File: src/svs_pkg.sv
package svs_pkg;

    localparam int CAPACITY_DEF   = 16;
    localparam int VALUE_BITS_DEF = 32;

    localparam int CMD_W      = 2;
    localparam int VALUE_W    = 32;
    localparam int POSITION_W = 4;
    localparam int COUNT_W    = 5;
    localparam int STATUS_W   = 2;

    typedef enum logic [CMD_W-1:0] {
        CMD_INSERT   = 2'd0,
        CMD_REMOVE   = 2'd1,
        CMD_CONTAINS = 2'd2,
        CMD_CLEAR    = 2'd3
    } cmd_t;

    typedef enum logic [STATUS_W-1:0] {
        ST_OK   = 2'd0,
        ST_FULL = 2'd1,
        ST_ZERO = 2'd2
    } status_t;

    typedef struct packed {
        logic [CMD_W-1:0]   cmd;
        logic [VALUE_W-1:0] value;
    } item_t;

    typedef struct packed {
        logic                  found;
        logic                  changed;
        logic [POSITION_W-1:0] position;
        logic [COUNT_W-1:0]    count;
        logic [STATUS_W-1:0]   status;
    } result_t;

    typedef struct packed {
        logic do_insert;
        logic do_remove;
    } cell_ctrl_t;

endpackage

File: src/sorted_value_set.sv
// Sorted value set: one command per transfer, one result per command.
// The start transfer sets busy; the result strobe (done) is registered from
// busy and is high for exactly one cycle; the receiver cannot stall. A new
// command is accepted only while busy is low (busy is high for the compare
// and shift cycle of the cell chain). Reset clears the count and control
// state at once; stored values are never read before they are written.
module sorted_value_set #(
    parameter int CAPACITY   = svs_pkg::CAPACITY_DEF,
    parameter int VALUE_BITS = svs_pkg::VALUE_BITS_DEF
) (
    input  logic             clk,
    input  logic             rst_n,
    input  logic             start,
    output logic             busy,
    input  svs_pkg::item_t   item,
    output logic             done,
    output svs_pkg::result_t result
);

    localparam int IDX_W = (CAPACITY > 1) ? $clog2(CAPACITY) : 1;
    localparam int CNT_W = $clog2(CAPACITY + 1);

    logic                  busy_reg;
    logic                  done_reg;
    svs_pkg::cmd_t         cmd_reg;
    logic [VALUE_BITS-1:0] key_reg;
    logic [CNT_W-1:0]      count_reg;
    logic [CNT_W-1:0]      count_next;
    svs_pkg::result_t      result_reg;
    svs_pkg::result_t      result_next;

    logic [VALUE_BITS-1:0] cell_val [CAPACITY];
    logic [CAPACITY-1:0]   lt_vec;
    logic [CAPACITY-1:0]   eq_vec;
    logic [CAPACITY-1:0]   bound_vec;
    logic [IDX_W-1:0]      eq_idx;
    logic [IDX_W-1:0]      ins_idx;
    logic [IDX_W-1:0]      pos_idx;
    logic [IDX_W+svs_pkg::POSITION_W-1:0] pos_ext;
    logic [CNT_W+svs_pkg::COUNT_W-1:0]    cnt_ext;
    logic [VALUE_BITS+svs_pkg::VALUE_W-1:0] key_ext;

    logic                  key_zero;
    logic                  present;
    logic                  full;
    svs_pkg::cell_ctrl_t   ctrl;

    assign key_ext  = {{VALUE_BITS{1'b0}}, item.value};
    assign key_zero = (key_reg == '0);
    assign present  = (|eq_vec) && !key_zero;
    assign full     = (count_reg == CNT_W'(CAPACITY));

    always_comb
    begin
        ctrl.do_insert = 1'b0;
        ctrl.do_remove = 1'b0;
        unique case (cmd_reg)
            svs_pkg::CMD_INSERT:
            begin
                ctrl.do_insert = busy_reg && !key_zero && !present && !full;
            end
            svs_pkg::CMD_REMOVE:
            begin
                ctrl.do_remove = busy_reg && present;
            end
            default:
            begin
            end
        endcase
    end

    genvar g;
    generate
        for (g = 0; g < CAPACITY; g++)
        begin : g_cell
            logic                  occ;
            logic                  lt_prev;
            logic [VALUE_BITS-1:0] value_prev;
            logic [VALUE_BITS-1:0] value_succ;

            assign occ = (count_reg > CNT_W'(g));

            if (g == 0)
            begin : g_first
                assign lt_prev    = 1'b1;
                assign value_prev = key_reg;
            end
            else
            begin : g_mid
                assign lt_prev    = lt_vec[g-1];
                assign value_prev = cell_val[g-1];
            end

            if (g == CAPACITY - 1)
            begin : g_last
                assign value_succ = cell_val[g];
            end
            else
            begin : g_inner
                assign value_succ = cell_val[g+1];
            end

            assign bound_vec[g] = lt_prev && !lt_vec[g];

            svs_cell #(
                .VALUE_BITS (VALUE_BITS)
            ) u_cell (
                .clk        (clk),
                .ctrl       (ctrl),
                .key        (key_reg),
                .occupied   (occ),
                .lt_prev    (lt_prev),
                .value_prev (value_prev),
                .value_succ (value_succ),
                .value      (cell_val[g]),
                .lt         (lt_vec[g]),
                .eq         (eq_vec[g])
            );
        end
    endgenerate

    svs_enc #(
        .N     (CAPACITY),
        .IDX_W (IDX_W)
    ) u_enc_eq (
        .onehot (eq_vec),
        .index  (eq_idx)
    );

    svs_enc #(
        .N     (CAPACITY),
        .IDX_W (IDX_W)
    ) u_enc_ins (
        .onehot (bound_vec),
        .index  (ins_idx)
    );

    always_comb
    begin
        count_next = count_reg;
        if (ctrl.do_insert)
        begin
            count_next = count_reg + CNT_W'(1);
        end
        else if (ctrl.do_remove)
        begin
            count_next = count_reg - CNT_W'(1);
        end
        else if (cmd_reg == svs_pkg::CMD_CLEAR && busy_reg)
        begin
            count_next = '0;
        end
    end

    assign pos_idx = ctrl.do_insert ? ins_idx : eq_idx;
    assign pos_ext = {{svs_pkg::POSITION_W{1'b0}}, pos_idx};
    assign cnt_ext = {{svs_pkg::COUNT_W{1'b0}}, count_next};

    always_comb
    begin
        result_next.found    = present && (cmd_reg != svs_pkg::CMD_CLEAR);
        result_next.changed  = ctrl.do_insert || ctrl.do_remove
                             || (cmd_reg == svs_pkg::CMD_CLEAR && count_reg != '0);
        result_next.position = '0;
        if (ctrl.do_insert || result_next.found)
        begin
            result_next.position = pos_ext[svs_pkg::POSITION_W-1:0];
        end
        result_next.count  = cnt_ext[svs_pkg::COUNT_W-1:0];
        result_next.status = svs_pkg::ST_OK;
        if (cmd_reg == svs_pkg::CMD_INSERT)
        begin
            if (key_zero)
            begin
                result_next.status = svs_pkg::ST_ZERO;
            end
            else if (!present && full)
            begin
                result_next.status = svs_pkg::ST_FULL;
            end
        end
    end

    always_ff @(posedge clk or negedge rst_n)
    begin
        if (!rst_n)
        begin
            busy_reg  <= 1'b0;
            done_reg  <= 1'b0;
            count_reg <= '0;
        end
        else
        begin
            busy_reg  <= start && !busy_reg;
            done_reg  <= busy_reg;
            count_reg <= count_next;
        end
    end

    always_ff @(posedge clk)
    begin
        if (start && !busy_reg)
        begin
            cmd_reg <= svs_pkg::cmd_t'(item.cmd);
            key_reg <= key_ext[VALUE_BITS-1:0];
        end
        if (busy_reg)
        begin
            result_reg <= result_next;
        end
    end

    assign busy   = busy_reg;
    assign done   = done_reg;
    assign result = result_reg;

endmodule

File: src/svs_cell.sv
module svs_cell #(
    parameter int VALUE_BITS = svs_pkg::VALUE_BITS_DEF
) (
    input  logic                   clk,
    input  svs_pkg::cell_ctrl_t    ctrl,
    input  logic [VALUE_BITS-1:0]  key,
    input  logic                   occupied,
    input  logic                   lt_prev,
    input  logic [VALUE_BITS-1:0]  value_prev,
    input  logic [VALUE_BITS-1:0]  value_succ,
    output logic [VALUE_BITS-1:0]  value,
    output logic                   lt,
    output logic                   eq
);

    logic [VALUE_BITS-1:0] value_reg;
    logic [VALUE_BITS-1:0] value_next;

    assign value = value_reg;
    assign lt    = occupied && (value_reg < key);
    assign eq    = occupied && (value_reg == key);

    // Cells at or above the target position move: up on insert, down on remove
    always_comb
    begin
        value_next = value_reg;
        if (ctrl.do_insert && !lt)
        begin
            value_next = lt_prev ? key : value_prev;
        end
        else if (ctrl.do_remove && !lt)
        begin
            value_next = value_succ;
        end
    end

    always_ff @(posedge clk)
    begin
        value_reg <= value_next;
    end

endmodule

File: src/svs_enc.sv
module svs_enc #(
    parameter int N     = svs_pkg::CAPACITY_DEF,
    parameter int IDX_W = (N > 1) ? $clog2(N) : 1
) (
    input  logic [N-1:0]     onehot,
    output logic [IDX_W-1:0] index
);

    always_comb
    begin
        index = '0;
        for (int i = 0; i < N; i++)
        begin
            if (onehot[i])
            begin
                index = index | IDX_W'(i);
            end
        end
    end

endmodule

File: config.mk
export PLATFORM = sky130hd
export DESIGN_NAME = sorted_value_set
export DESIGN_NICKNAME = d
export VERILOG_FILES = /design/src/svs_pkg.sv /design/src/sorted_value_set.sv /design/src/svs_cell.sv /design/src/svs_enc.sv
export SDC_FILE = /design/constraint.sdc
export NUM_CORES = 2
export LEC_CHECK = 0
export BUFFER_PORTS_ARGS = -buffer_cell sky130_fd_sc_hd__buf_2
export CORE_AREA = 2 2 423 320
export DETAILED_ROUTE_END_ITERATION = 7
export DIE_AREA = 0 0 425 322
export PLACE_DENSITY = 0.57
export SLEW_MARGIN = 10
export SYNTH_ARGS = -nofsm -noshare
export SYNTH_HDL_FRONTEND = slang
export SYNTH_HIERARCHICAL = 1
export SYNTH_SLANG_ARGS = --single-unit
export TNS_END_PERCENT = 5
File: constraint.sdc
create_clock -name clk -period 10.5 [get_ports clk]
set_input_delay 1.05 -clock clk [delete_from_list [all_inputs] [get_ports clk]]
set_output_delay 1.05 -clock clk [all_outputs]
set_load 0.1 [all_outputs]
==> tab_implementation.tex <==
\begin{tabular}{lr}
\hline
Metric & Value \\
\hline
\multicolumn{2}{l}{\textbf{Power and ir drop}} \\
\quad Largest vdd supply drop & 0.000124 V \\
\quad Overall power consumption & 7.49 mW \\
\quad Pleak & 22.7 nW \\
\quad Sequential fraction of design power & 37.1\% \\
\quad Proportion of total power due to net switching & 32.0\% \\
\quad Portion of total power attributed to combinational logic & 32.0\% \\
\quad Psw & 2.40 mW \\
\quad Share of total power in the clock network & 30.9\% \\
\quad Int Pwr & 5.09 mW \\
\quad Power per standard cell area & 149 nW/µm² \\
\multicolumn{2}{l}{\textbf{Worst setup path}} \\
\quad Launch point of the worst reg-to-reg path & g\_cell[0].value\_prev[26]\$\_DFFE\_PP\_ \\
\quad Register-to-register setup slack & 4.52 ns \\
\quad Category of the worst setup path capture point & register \\
\quad Endpoint of the worst-slack reg-to-reg timing path & g\_cell[8].u\_cell/value[13]\$\_DFFE\_PP\_ \\
\quad Arrival time worst endpoint & 6.32 ns \\
\quad Worst path max stage delay & 0.93 ns \\
\quad Critical-path top delay cell & and2\_1 \\
\quad Worst EP required & 10.83 ns \\
\quad Largest fanout on the critical path & 34 \\
\quad FF-to-FF path depth & 14 \\
\quad CP cell instances & buf\_4, inv\_1, ha\_1, nand4\_1, nor4\_1, and3\_1, and4\_1, nor4\_4, and4\_1, nor3\_1, and2\_1, nor2\_1, nor2\_2, buf\_4 \\
\quad Setup crit start kind & register \\
\quad Critical path start-end classification & register to register \\
\multicolumn{2}{l}{\textbf{Synth}} \\
\quad Mapped cell area & 46300 µm² \\
\quad Count of mapped cells out of synthesis & 3731 \\
\quad Net count of the mapped netlist & 4286 \\
\quad Flops \& latches, synth & 566 \\
\quad Count of yosys warnings during synthesis & 6 \\
\quad Part of the Yosys area used for sequential elements & 36.7\% \\
\quad Average cell area after synthesis & 12.4 µm² \\
\quad Number of distinct library cells after synthesis & 56 \\
\multicolumn{2}{l}{\textbf{Clock tree}} \\
\quad Clock transition at path regs & 0.06 ns \\
\quad Number of gates given a new drive strength after cts & 0 \\
\quad Clock Latency Late Sink & 0.66 ns \\
\quad Clk sinks & 566 \\
\quad Buffers from clock root to sink, at most & 3 \\
\quad H-Tree Level Count & 3 \\
\quad CTS Hold Buffers Added & 0 \\
\quad Post-CTS repair timing setup buffer count & 0 \\
\quad Number of buffers created by CTS & 67 \\
\quad Clk root buf & clkbuf\_16 \\
\quad Clock tree from TritonCTS & done \\
\multicolumn{2}{l}{\textbf{Die}} \\
\quad Overall die area & 137000 µm² \\
\quad Die Ht & 322 µm \\
\quad Die span in x & 425 µm \\
\quad Number of top-level pins & 52 \\
\quad Area of the core region & 133000 µm² \\
\quad Effective utilization at floorplan & 34.9\% \\
\quad Rows & 116 \\
\multicolumn{2}{l}{\textbf{Global routing}} \\
\quad Antenna violations before repair & 0 \\
\quad Total routing resource utilization after global routing & 16.3\% \\
\quad Number of global-route vias before repair & 29100 \\
\quad First-pass GRT wire length & 175000 µm \\
\quad Maximum number of pins on one net before global-route repair & 50 \\
\quad Remaining global-route overflow & 0 \\
\multicolumn{2}{l}{\textbf{Timing}} \\
\quad Count of endpoints failing setup in the final report & 0 \\
\quad Final worst path period need & 5.98 ns \\
\quad Post-route fraction of the period consumed by the critical path & 57.0\% \\
\quad Achievable clock frequency & 167 MHz \\
\quad Setup repair after global routing missed its margin & no \\
\quad Count of final hold-check violations & 0 \\
\quad Pins over their slew limit & 0 \\
\quad Tightest slew margin relative to the limit & 14.4\% \\
\quad Transition time at the pin with the least slew margin & 1.27 ns \\
\quad Setup TNS Final & 0 ns \\
\quad Final Skew & 0.0246 ns \\
\multicolumn{2}{l}{\textbf{Cells and area}} \\
\quad Max reg flops & 512 \\
\quad Synth-to-layout area growth & 8.97\% \\
\quad Layout cells sized above 1 & 35.5\% \\
\quad Number of nets in the layout & 4359 \\
\quad Antenna Diode Count & 0 \\
\quad Most common cell after layout, fill and taps aside & edfxtp\_1 \\
\quad Leading cell types in the layout, fill and taps excluded & edfxtp\_1 (559), mux2\_2 (544), ha\_1 (518) \\
\multicolumn{2}{l}{\textbf{Flow run}} \\
\quad Number of max-cap violations & 0 \\
\multicolumn{2}{l}{\textbf{Route}} \\
\quad Via-to-Cell Ratio & 5.14 \\
\quad Remaining antenna violation count after routing & 0 \\
\quad DR vias & 28900 \\
\quad Initial DRC Count & 2110 \\
\quad Total wire length after detailed routing & 113000 µm \\
\quad Count of unresolved DRC violations after routing & 0 \\
\quad Drt wl/cell & 20.1 µm \\
\quad Detailed Routing Iterations Pass 1 & 5 \\
\multicolumn{2}{l}{\textbf{Placed design}} \\
\quad Half-perimeter wire length of the detailed placement result & 89000 µm \\
\quad I/O Buffers & 51 \\
\quad Weighted congestion at the end of routability-driven global placement & 0.891 \\
\multicolumn{2}{l}{\textbf{Min path}} \\
\quad Worst min-delay path class & input pin to asynchronous set/reset pin \\
\multicolumn{2}{l}{\textbf{Outcome}} \\
\quad Result of the run & completed \\
\hline
\end{tabular}
-- Yosys cell counts (all sizes together) --
library cell / count / share of area [%]
ha: 518 / 14
o211ai: 33 / 0.71
a2111oi: 2 / 0.092
or3b: 1 / 0.019
or2: 1 / 0.014
mux2i: 1 / 0.022
nor3b: 1 / 0.016
nand2: 139 / 1.1
and2: 17 / 0.27
o31a: 2 / 0.038
nor4: 58 / 0.94
a2111o: 1 / 0.024
a211oi: 17 / 0.28
a21boi: 16 / 0.26
nor2b: 32 / 0.43
or3: 17 / 0.40
nand4: 69 / 0.97
nor4b: 2 / 0.038
a22o: 4 / 0.076
dfrtp: 7 / 0.38
nand2b: 17 / 0.23
buf: 48 / 2.1
clkbuf: 69 / 0.56
conb: 1 / 0.0081
a221o: 32 / 0.69
a22oi: 32 / 1.0
and4bb: 1 / 0.027
inv: 517 / 4.2
o2bb2ai: 1 / 0.019
o31ai: 1 / 0.016
nand3: 53 / 0.57
a21o: 32 / 0.52
and3: 33 / 0.62
and4: 35 / 0.67
o22ai: 1 / 0.014
edfxtp: 559 / 36
nor3: 4 / 0.043
o21ai: 45 / 0.49
a211o: 1 / 0.019
a311oi: 1 / 0.019
mux2: 1024 / 29
a21oi: 196 / 2.3
nor2: 90 / 0.73
-- power groups by stage --
| stage | Combinational [mW] | Sequential (mW) | Clock [mW] |
|---|---|---|---|
| 6_report | 2.40 | 2.78 | 2.31 |
| 5_1_grt | 2.58 | 2.80 | 2.48 |
| 4_1_cts | 2.39 | 2.78 | 2.39 |
| 3_5_place_dp | 2.38 | 2.83 | 0 |
| 3_3_place_gp | 2.36 | 2.83 | 0 |
| 2_1_floorplan | 1.79 | 2.85 | 0 |
-- worst max-delay path: cells and delay by family, from the launching register on --
family	cells	cell delay, ns
fa+ha+maj	1	0.32
buf+inv	3	0.87
flops	1	0.32
simple gates	10	4.06
-- per-layer routing --
layer	track usage, %	wire (µm)	part of all wire [%]	vias to the layer above
met5	0	0	0	-
met4	3.03	1860	1.6	0
met3	2.46	5050	4.5	123
met2	24.0	46400	41	558
met1	25.1	59800	53	14200
li1	-	-	-	14000
-- worst max path at each step --
stage	endpoint	depth (start not counted)	slack, ns	start
global route	g_cell[7].u_cell/value[15]$_DFFE_PP_	14	4.20	g_cell[0].value_prev[26]$_DFFE_PP_
global placement	g_cell[8].u_cell/value[13]$_DFFE_PP_	14	4.71	g_cell[0].value_prev[26]$_DFFE_PP_
floorplan	g_cell[0].u_cell/value[0]$_DFFE_PP_	11	2.38	g_cell[0].value_prev[30]$_DFFE_PP_
CTS	g_cell[8].u_cell/value[13]$_DFFE_PP_	14	4.63	g_cell[0].value_prev[26]$_DFFE_PP_
finish	g_cell[8].u_cell/value[13]$_DFFE_PP_	14	4.52	g_cell[0].value_prev[26]$_DFFE_PP_
detailed placement	g_cell[9].u_cell/value[25]$_DFFE_PP_	14	4.68	g_cell[0].value_prev[26]$_DFFE_PP_
-- layout make-up --
cell class	instances	area, µm²
clock buffers	90	1760
clock inverters	31	328
fillers	12700	82300
inverters	517	1940
multi-input cells	2531	26400
flip-flops and latches	566	17000
well taps	1770	2210
repair buffers	121	781
-- through the flow --
| stage | setup WS (ns) | util [%] | cell area, µm² | hold slack [ns] | instances |
|---|---|---|---|---|---|
| floorplan | 2.38 | - | 46300 | 0.569 | 3731 |
| global placement | 4.71 | 36.4 | 48300 | 0.596 | 5505 |
| detailed placement | 4.68 | 36.4 | 48300 | 0.601 | 5505 |
| CTS | 4.63 | 38.0 | 50400 | 0.277 | 5626 |
| global route | 4.20 | 38.0 | 50400 | 0.273 | 5626 |
| finish | 4.52 | 38.0 | 50400 | 0.288 | 5626 |
-- cell families after synthesis --
family	synth area share, %
other	0.00811
AND/OR/NAND/NOR	7.12
buffers and inverters	6.83
AO/OA/AOI/OAI	6.51
flip-flops	36.7
adder cells (fa/ha/maj)	14.0
multiplexers	28.8
No activity file was read; power rests on OpenSTA's default activity.
